===== config.mk =====
export PLATFORM = sky130hd
export DESIGN_NAME = byte_merge_sorter
export DESIGN_NICKNAME = d
export VERILOG_FILES = /design/src/sv/bms_pkg.sv /design/src/sv/byte_merge_sorter.sv
export SDC_FILE = /design/constraint.sdc
export NUM_CORES = 2
export LEC_CHECK = 0
export BUFFER_PORTS_ARGS = -buffer_cell sky130_fd_sc_hd__buf_2
export CORE_AREA = 2 2 331 333
export CTS_CLUSTER_SIZE = 24
export DETAILED_ROUTE_END_ITERATION = 8
export DIE_AREA = 0 0 333 335
export MAX_ROUTING_LAYER = met4
export PLACE_DENSITY = 0.67
export SETUP_SLACK_MARGIN = 0.2
export SLEW_MARGIN = 20
export SYNTH_ARGS = -nofsm -noshare
export SYNTH_HDL_FRONTEND = slang
export SYNTH_SLANG_ARGS = --single-unit
export TNS_END_PERCENT = 5

===== constraint.sdc =====
create_clock -name clock -period 17.6 [get_ports clock]
set_clock_uncertainty 0.2 [all_clocks]
set_input_delay 0 -clock clock [delete_from_list [all_inputs] [get_ports clock]]
set_output_delay 0 -clock clock [all_outputs]
set_load 0.02 [all_outputs]

===== src/sv/bms_pkg.sv =====
// Package for the byte merge sorter.
// Buffer geometry, pointer widths and sequencer state codes.
// No dependencies.
package bms_pkg;

   localparam int BUF_DEPTH = 64;
   localparam int ADDR_W    = 6;
   localparam int PTR_W     = 7;
   localparam int SUM_W     = 8;
   localparam int STATE_W   = 3;

   typedef logic [7:0]         byte_type;
   typedef logic [ADDR_W-1:0]  addr_type;
   typedef logic [PTR_W-1:0]   ptr_type;
   typedef logic [SUM_W-1:0]   sum_type;
   typedef logic [STATE_W-1:0] state_type;

   localparam state_type ST_IDLE  = 3'd0;
   localparam state_type ST_PASS  = 3'd1;
   localparam state_type ST_PAIR  = 3'd2;
   localparam state_type ST_FETCH = 3'd3;
   localparam state_type ST_MOVE  = 3'd4;
   localparam state_type ST_OREAD = 3'd5;
   localparam state_type ST_OSHOW = 3'd6;

endpackage


===== src/sv/byte_merge_sorter.sv =====
// Byte merge sorter top level: loads a run of bytes, sorts it with a
// bottom-up stable merge sort over two ping-pong buffers, then emits it.
// Depends on bms_pkg.
//
//   channel   ports                                           direction
//   req       req_valid/req_stall, req_data_byte, req_last_in  in
//   rsp       rsp_valid/rsp_stall, rsp_sorted_byte,
//             rsp_last_out, rsp_overflow                      out
//
// Loading accepts one byte per cycle while idle. After the last byte, each
// merge pass fetches and moves one byte at a time through the single
// compare-and-move unit and the registered buffer read; there are
// ceil(log2 n) passes. Each result is then read from the buffer and
// held on rsp until it is taken.
// Synchronous reset clears the sequencer, the byte count and the overflow
// flag; buffer contents are not cleared. req_stall is high from the last
// byte of a run until its final result is taken.
module byte_merge_sorter
   import bms_pkg::*;
#(
   parameter int MAX_RUN = 64
) (
   input  logic       clock,
   input  logic       reset,
   input  logic       req_valid,
   output logic       req_stall,
   input  logic [7:0] req_data_byte,
   input  logic       req_last_in,
   output logic       rsp_valid,
   input  logic       rsp_stall,
   output logic [7:0] rsp_sorted_byte,
   output logic       rsp_last_out,
   output logic       rsp_overflow
);

   localparam int CAP = (MAX_RUN > BUF_DEPTH) ? BUF_DEPTH : MAX_RUN;
   localparam ptr_type CAP_P = ptr_type'(CAP);

   byte_type  run_buf_ff   [BUF_DEPTH];
   byte_type  merge_buf_ff [BUF_DEPTH];

   state_type state_ff, state_in;
   ptr_type   count_ff, count_in;
   logic      ovf_ff, ovf_in;
   logic      src_ff, src_in;
   ptr_type   n_ff, n_in;
   ptr_type   w_ff, w_in;
   ptr_type   lo_ff, lo_in;
   ptr_type   mid_ff, mid_in;
   ptr_type   hi_ff, hi_in;
   ptr_type   a_ff, a_in;
   ptr_type   b_ff, b_in;
   ptr_type   k_ff, k_in;

   byte_type  rd0a_ff, rd0b_ff, rd1a_ff, rd1b_ff;
   byte_type  rd_a, rd_b;
   addr_type  addr_a, addr_b, wr_addr;
   byte_type  wr_data;
   logic      we0, we1;
   logic      req_acc, rsp_acc, store, take_a;
   sum_type   mid_sum, hi_sum, n_ext;
   ptr_type   k_nx;

   assign req_acc = req_valid && !req_stall;
   assign rsp_acc = rsp_valid && !rsp_stall;
   assign store   = req_acc && (count_ff < CAP_P);

   assign rd_a = src_ff ? rd1a_ff : rd0a_ff;
   assign rd_b = src_ff ? rd1b_ff : rd0b_ff;

   assign take_a = (a_ff < mid_ff) && (!(b_ff < hi_ff) || (rd_a <= rd_b));

   assign n_ext   = {1'b0, n_ff};
   assign mid_sum = {1'b0, lo_ff} + {1'b0, w_ff};
   assign hi_sum  = {1'b0, lo_ff} + {w_ff, 1'b0};
   assign k_nx    = k_ff + ptr_type'(1);

   // read addresses: merge heads, or the output index held in k
   assign addr_a = (state_ff == ST_OREAD || state_ff == ST_OSHOW) ? k_ff[ADDR_W-1:0]
                                                                 : a_ff[ADDR_W-1:0];
   assign addr_b = b_ff[ADDR_W-1:0];

   always_comb begin
      we0     = 1'b0;
      we1     = 1'b0;
      wr_addr = k_ff[ADDR_W-1:0];
      wr_data = take_a ? rd_a : rd_b;
      if (state_ff == ST_IDLE) begin
         we0     = store;
         wr_addr = count_ff[ADDR_W-1:0];
         wr_data = req_data_byte;
      end else if (state_ff == ST_MOVE) begin
         we0 = src_ff;
         we1 = !src_ff;
      end
   end

   always_ff @(posedge clock) begin
      if (we0) begin
         run_buf_ff[wr_addr] <= wr_data;
      end
      rd0a_ff <= run_buf_ff[addr_a];
      rd0b_ff <= run_buf_ff[addr_b];
   end

   always_ff @(posedge clock) begin
      if (we1) begin
         merge_buf_ff[wr_addr] <= wr_data;
      end
      rd1a_ff <= merge_buf_ff[addr_a];
      rd1b_ff <= merge_buf_ff[addr_b];
   end

   always_comb begin
      state_in = state_ff;
      count_in = count_ff;
      ovf_in   = ovf_ff;
      src_in   = src_ff;
      n_in     = n_ff;
      w_in     = w_ff;
      lo_in    = lo_ff;
      mid_in   = mid_ff;
      hi_in    = hi_ff;
      a_in     = a_ff;
      b_in     = b_ff;
      k_in     = k_ff;
      unique case (state_ff)
         ST_IDLE: begin
            if (req_acc) begin
               if (store) begin
                  count_in = count_ff + ptr_type'(1);
               end else begin
                  ovf_in = 1'b1;
               end
               if (req_last_in) begin
                  n_in     = store ? count_ff + ptr_type'(1) : count_ff;
                  src_in   = 1'b0;
                  w_in     = ptr_type'(1);
                  state_in = ST_PASS;
               end
            end
         end
         ST_PASS: begin
            lo_in = '0;
            k_in  = '0;
            if (w_ff >= n_ff) begin
               state_in = ST_OREAD;
            end else begin
               state_in = ST_PAIR;
            end
         end
         ST_PAIR: begin
            if (lo_ff >= n_ff) begin
               w_in     = {w_ff[PTR_W-2:0], 1'b0};
               src_in   = !src_ff;
               state_in = ST_PASS;
            end else begin
               mid_in   = (mid_sum > n_ext) ? n_ff : mid_sum[PTR_W-1:0];
               hi_in    = (hi_sum > n_ext) ? n_ff : hi_sum[PTR_W-1:0];
               a_in     = lo_ff;
               b_in     = (mid_sum > n_ext) ? n_ff : mid_sum[PTR_W-1:0];
               k_in     = lo_ff;
               state_in = ST_FETCH;
            end
         end
         ST_FETCH: begin
            state_in = ST_MOVE;
         end
         ST_MOVE: begin
            if (take_a) begin
               a_in = a_ff + ptr_type'(1);
            end else begin
               b_in = b_ff + ptr_type'(1);
            end
            k_in = k_nx;
            if (k_nx == hi_ff) begin
               lo_in    = hi_ff;
               state_in = ST_PAIR;
            end else begin
               state_in = ST_FETCH;
            end
         end
         ST_OREAD: begin
            state_in = ST_OSHOW;
         end
         ST_OSHOW: begin
            if (rsp_acc) begin
               k_in = k_nx;
               if (k_nx == n_ff) begin
                  count_in = '0;
                  ovf_in   = 1'b0;
                  state_in = ST_IDLE;
               end else begin
                  state_in = ST_OREAD;
               end
            end
         end
         default: begin
            state_in = ST_IDLE;
         end
      endcase
   end

   always_ff @(posedge clock) begin
      if (reset) begin
         state_ff <= ST_IDLE;
         count_ff <= '0;
         ovf_ff   <= 1'b0;
      end else begin
         state_ff <= state_in;
         count_ff <= count_in;
         ovf_ff   <= ovf_in;
      end
   end

   always_ff @(posedge clock) begin
      src_ff <= src_in;
      n_ff   <= n_in;
      w_ff   <= w_in;
      lo_ff  <= lo_in;
      mid_ff <= mid_in;
      hi_ff  <= hi_in;
      a_ff   <= a_in;
      b_ff   <= b_in;
      k_ff   <= k_in;
   end

   assign req_stall       = (state_ff != ST_IDLE);
   assign rsp_valid       = (state_ff == ST_OSHOW);
   assign rsp_sorted_byte = rd_a;
   assign rsp_last_out    = (k_nx == n_ff);
   assign rsp_overflow    = ovf_ff;

endmodule


[Word-level counts from Yosys, hierarchy flattened]
Memories as Yosys holds them, arrays and structs flattened. A register that Yosys moved wholly into a read port is not among the register bits.
Index checks and enable logic that the tools add are counted.
Operators by class
  $add $sub $neg: 6
  $lt $le $gt $ge: 8
  equal/unequal tests: 18
  muxes and demuxes: 52
  bitwise operators: 1
  reduce and logical (&&, ||, !) cells: 27
Operators by type and width (count)
  $mux W7: 15
  $pmux W7 S2: 5
  $mux W8: 4
  $add A7 B1 Y7 const B: 4
  $pmux W7 S4: 1
  $pmux W3 S7: 1
  $gt A8 B7 Y1: 2
  $mux W1: 16
  $mux W3: 5
  $reduce_and A3 Y1: 5
  $eq A7 B7 Y1: 2
  $ge A7 B7 Y1: 2
  $lt A7 B7 Y1: 2
  $ne A2 B2 Y1 const B: 7
  $mux W6: 2
  $eq A3 B3 Y1 const B: 3
  $add A7 B7 Y8: 1
  $add A7 B8 Y8: 1
  $le A8 B8 Y1: 1
  $reduce_and A4 Y1: 2
  $reduce_bool A2 Y1: 4
  $lt A7 B7 Y1 const B: 1
  $eq A3 B2 Y1 const B: 2
  $ne A2 B1 Y1 const B: 3
  other kinds (12): 21
Storage, ports and cells
  register bits after elaboration: 68
  RAM bits: 1024
  input bits: 13
  logic and storage cells: 126
  memories: 2
Memories
  merge_buf_ff: depth 64, bits a word 8, rd ports 2, clocked after Yosys merged registers in 2, wr ports 1, line byte_merge_sorter.sv:40  | byte_type merge_buf_ff [BUF_DEPTH];
  run_buf_ff: depth 64, bits a word 8, rd ports 2, clocked after Yosys merged registers in 2, wr ports 1, line byte_merge_sorter.sv:39  | byte_type run_buf_ff [BUF_DEPTH];

[Logic depth before layout (Yosys ltp)]
  word-level depth: 7
  gate-level depth with buffers: 16
  gate-level depth less buffers: 16

[Worst setup path before layout]
No wires, ideal clock.
  path type: flip-flop to flip-flop
  start: register src_ff
  end: memory merge_buf_ff[0][5] (netlist bit) (data pin)
  arrival time: 8150 ps
  setup slack: 8020 ps
  cell stages (with the launch flop): 13
  buffers on the path: 3
  cells stage by stage: edfxtp_1 clkbuf_1 buf_1 mux2i_1 ha_1 a21o_1 a21o_1 a21oi_1 o21ai_0 a221oi_2 buf_2 nor2_1 a211oi_1
On the way
  cells in the longest elaborated chain, start to end: 6
RTL lines
  start, declared: line byte_merge_sorter.sv:45  | logic src_ff, src_in;
  start signal, assigned: line byte_merge_sorter.sv:217  | src_ff <= src_in;
  $mux W8, on equally long branches: line byte_merge_sorter.sv:68, byte_merge_sorter.sv:69
  $le A8 B8 Y1: line byte_merge_sorter.sv:71  | assign take_a = (a_ff < mid_ff) && (!(b_ff < hi_ff) || (rd_a <= rd_b));
  $logic_or A1 B1 Y1: line byte_merge_sorter.sv:71
  $logic_and A1 B1 Y1: line byte_merge_sorter.sv:71
  $mux W8 *: line byte_merge_sorter.sv:87  | wr_data = take_a ? rd_a : rd_b;
  $mux W8 *: line byte_merge_sorter.sv:88  | if (state_ff == ST_IDLE) begin
  net wr_data[5]: line byte_merge_sorter.sv:58  | byte_type wr_data;
  end, declared: line byte_merge_sorter.sv:40
Mark *: on every way through the listed nets, which the timed path passes. The rest lies on a longest branch.

[Final worst setup path]
  start: register state_ff[1]
  end: register rd0a_ff[5], read port of run_buf_ff
On the way
  cells in the longest elaborated chain, start to end: 3
RTL lines
  start, declared: line byte_merge_sorter.sv:42  | state_type state_ff, state_in;
  start signal, assigned: line byte_merge_sorter.sv:210  | state_ff <= state_in;
  $eq A3 B3 Y1: line byte_merge_sorter.sv:79  | assign addr_a = (state_ff == ST_OREAD || state_ff == ST_OSHOW) ? k_ff[ADDR_W-1:0]
  $logic_or A1 B1 Y1 *: line byte_merge_sorter.sv:79
  $mux W6 *: line byte_merge_sorter.sv:79
  end, declared: line byte_merge_sorter.sv:55  | byte_type rd0a_ff, rd0b_ff, rd1a_ff, rd1b_ff;
Mark *: on every way between the ends. The rest lies on a longest branch, timed or not.
A chain may end at the register's enable or synchronous reset.

==> summary.md <==
| Metric | Value |
|---|---|
| Status | completed |
| #FFs+latches synth | 1,124 |
| Avg WL per Cell | 33.1 um |
| Storage element area | 33,300 um^2 |
| Synth area leaders | edfxtp_1 (61%), mux4_2 (14%), mux2i_1 (9.8%) |
| H-tree depth | 3 |
| # IOs | 25 |
| CP peak stage delay | 0.92 ns |
| WL final | 156,000 um |
| Dpl ws | 10.98 ns |
| Commonest cells after routing, fill and taps aside | edfxtp_1 (1,081), mux2i_1 (524), mux4_2 (336) |
| Grt peak-use layer | met2 |
| Critical path class | flip-flop to flip-flop |
| Clock root buffer | clkbuf_16 |
| Global-route met3 utilization | 0.0554 |
| Port Buffers | 24 |
| Synth top area share | 0.606 |
| Area Growth Syn to Fin | 10.8% |
| CTS tree | built |
| Max Root-Sink Buffers | 3 |
| Int Pwr | 0.00547 W |
| Vias in the first global route | 32,500 |
| Slew @ Worst Pin | 1.27 ns |
| Max-slew headroom | 0.144 |
| CTS buffer count | 117 |
| Total number of vias | 32,500 |
| Switching component of the power | 0.00237 W |
| Net Count, Synth | 3,283 |
| Most used DFF post-synth | edfxtp_1 |
| Final #Nets | 3,282 |
| IR drop worst, VDD | 0.116 mV |
| Die Wd | 333 um |
| Die area | 112,000 um^2 |
| Hold Crit Class | input port to flip-flop |
| CP Data Required Time | 17.96 ns |
| Setup-failing EPs final | 0 |
| Mean post-synth cell area | 16.7 um^2 |
| Crit. End Element | flip-flop |
| Final HPWL DP | 95,000 um |
| Final hold violations | 0 |
| Syn. warnings | 0 |
| Sw Ratio | 0.302 |
| Leak Pwr | 20.1 nW |
| Setup crit start kind | flip-flop |
| Logic pwr share | 0.232 |
| Cells after Synth | 3,204 |
| Post-Synthesis Cell Area | 53,600 um^2 |
| RSZ-0062 raised after global routing | no |
| Layout cells sized above 1 | 0.210 |
| Post-CTS Setup Inserts | 0 |
| Tcrit/Tclk final | 0.333 |
| Final Max Tran Viols | 0 |
| Clk slew on worst S/H paths | 0.06 ns |
| Initial antenna violation count | 3 |
| First-pass GRT wire length | 226,000 um |
| Fin crit period | 5.87 ns |
| Seq/Total Area, Yosys | 0.622 |
| DRT iter0 DRCs | 4,208 |
| Crit path max fanout | 69 |
| Fmax | 170 MHz |
| Post-synth EDFFs | 1,081 |
| Worst EP arrival | 6.23 ns |
| Hold_ws | 0.0575 ns |
| Pin count of the biggest net entering global routing | 154 |
| Setup TNS | 0 ns |
| Post_cts resized | 0 |
| Std-Cell Rows | 121 |
| Initial core utilization | 0.495 |
| CP Cell Sequence | xor2_1 -> nand2_2 -> mux2i_4 -> buf_4 -> buf_16 -> buf_6 -> buf_6 -> mux2i_1 -> o22ai_1 -> o41ai_1 -> o2111ai_1 |
| CORE AREA | 108,000 um^2 |
| Clock latency on the worst-skew pair | 0.73 ns |
| Met1 Use GR | 0.375 |
| Chip height | 335 um |
| Share of power burned in registers | 0.445 |
| Worst path slowest cell | o41ai_1 |
| # clock sinks | 1,124 |
| Pwr Density | 132 nW/um^2 |
| Multi-input gate area | 19,300 um^2 |
| Synth unique cells | 52 |
| Hold-fix buffers, CTS | 10 |
| Vias per Instance | 6.87 |
| Drc violations | 0 |
| Overall power consumption | 0.00783 W |
| Post-route ant nets | 0 |
| M2 GR Usage | 0.442 |
| Grt total ovfl | 0 |
| Post-synth ARST share | 0 |
| Post-synth top area cell | edfxtp_1 |
| Clock power share | 0.323 |
| Number of fill cells | 8,327 |
| Worst setup margin | 11.73 ns |
| Global placement routability congestion | 0.886 |
| Crit path top cell by count | buf_6 |
| Most common cell after layout, fill and taps aside | edfxtp_1 |
| Total GRT Usage | 0.288 |
| DR pass1 iterations | 5 |
| Max Cap Viol | 0 |
## through the flow
step | cells | area (um^2) | util
after global routing | 4720 | 59300 | 0.549
after global placement | 4483 | 55100 | 0.510
after detailed placement | 4484 | 55200 | 0.510
after floorplan | 3204 | 53600 | -
final | 4721 | 59300 | 0.549
after CTS | 4714 | 59200 | 0.548
## registers in the layout (all words and copies together), names as in the netlist
name          count
b_ff              7
a_ff              7
rd1b_ff           8
rd0b_ff           8
src_ff            1
hi_ff             7
run_buf_ff      512
rd0a_ff           8
mid_ff            7
rd1a_ff           8
merge_buf_ff    512
n_ff              7
rsp_overflow      1
w_ff              7
state_ff          3
lo_ff             7
count_ff          7
k_ff              7
## worst max-delay path, delay by kind of cell (launching register included)
family,cells,cell delay (ns)
buffers and inverters,4,2.18
AO/OA/AOI/OAI,3,1.22
flip-flops,1,0.75
multiplexers,2,0.67
AND/OR/NAND/NOR,1,0.37
XOR/XNOR,1,0.17
## cell families (layout without fill, tap and decap cells)
family                   after synthesis  count (layout)  synth area share
AND/OR/NAND/NOR                      375             375            0.0314
multiplexers                         889             889             0.245
XOR/XNOR                              44              44           0.00720
adder cells (fa/ha/maj)               66              66            0.0157
buffers and inverters                259             359            0.0228
other                                  0               3                 0
AO/OA/AOI/OAI                        447             447            0.0553
flip-flops                          1124            1124             0.622
## area by class of cell
cell class,count,area share
sequential,1124,0.562
multi-input combinational,1821,0.325
clock buffer,149,0.0534
tap,1414,0.0298
timing repair buffer,102,0.0148
clock inverter,71,0.0125
inverter,37,0.00234
antenna,3,0.000127
## Yosys cell counts (11+ instances only)
cell type,instances
edfxtp_1,1081
mux2i_1,525
mux4_2,336
o22ai_1,258
nor2_1,185
buf_2,99
clkbuf_1,81
nand2_1,75
ha_1,64
o41ai_1,48
dfxtp_1,43
inv_1,36
a21oi_1,34
o21ai_0,29
xnor2_1,29
buf_4,28
mux2_2,28
nand3_1,25
nand2b_1,18
a21o_1,16
nor4_1,16
o2111ai_1,16
xor2_1,15
buf_1,11
nand3b_1,11
## path summary, 6_finish.rpt
| path | from | to | slack, ns | depth (start not counted) |
|---|---|---|---|---|
| hold / removal | reset | count_ff[5] | 0.06 | 4 |
| setup / recovery | state_ff[1] | rd0a_ff[5] | 11.73 | 11 |
| setup reg to reg | state_ff[1] | rd0a_ff[5] | 11.73 | 11 |
| hold reg to reg | count_ff[6] | n_ff[6] | 0.37 | 1 |
## layer usage
layer,vias to the layer above,share of wire
met3,447,0.10
met1,16800,0.38
met5,-,0
met4,0,0.052
li1,13200,-
met2,1968,0.47
## power groups by stage
stage	sequential (W)	clock, W	combinational, W
after global routing	0.00349	0.00265	0.00191
after CTS	0.00348	0.00255	0.00179
after floorplan	0.00357	0	0.00110
after detailed placement	0.00353	0	0.00178
final	0.00348	0.00253	0.00182
after global placement	0.00353	0	0.00172
(Power assumes the default switching activity.)
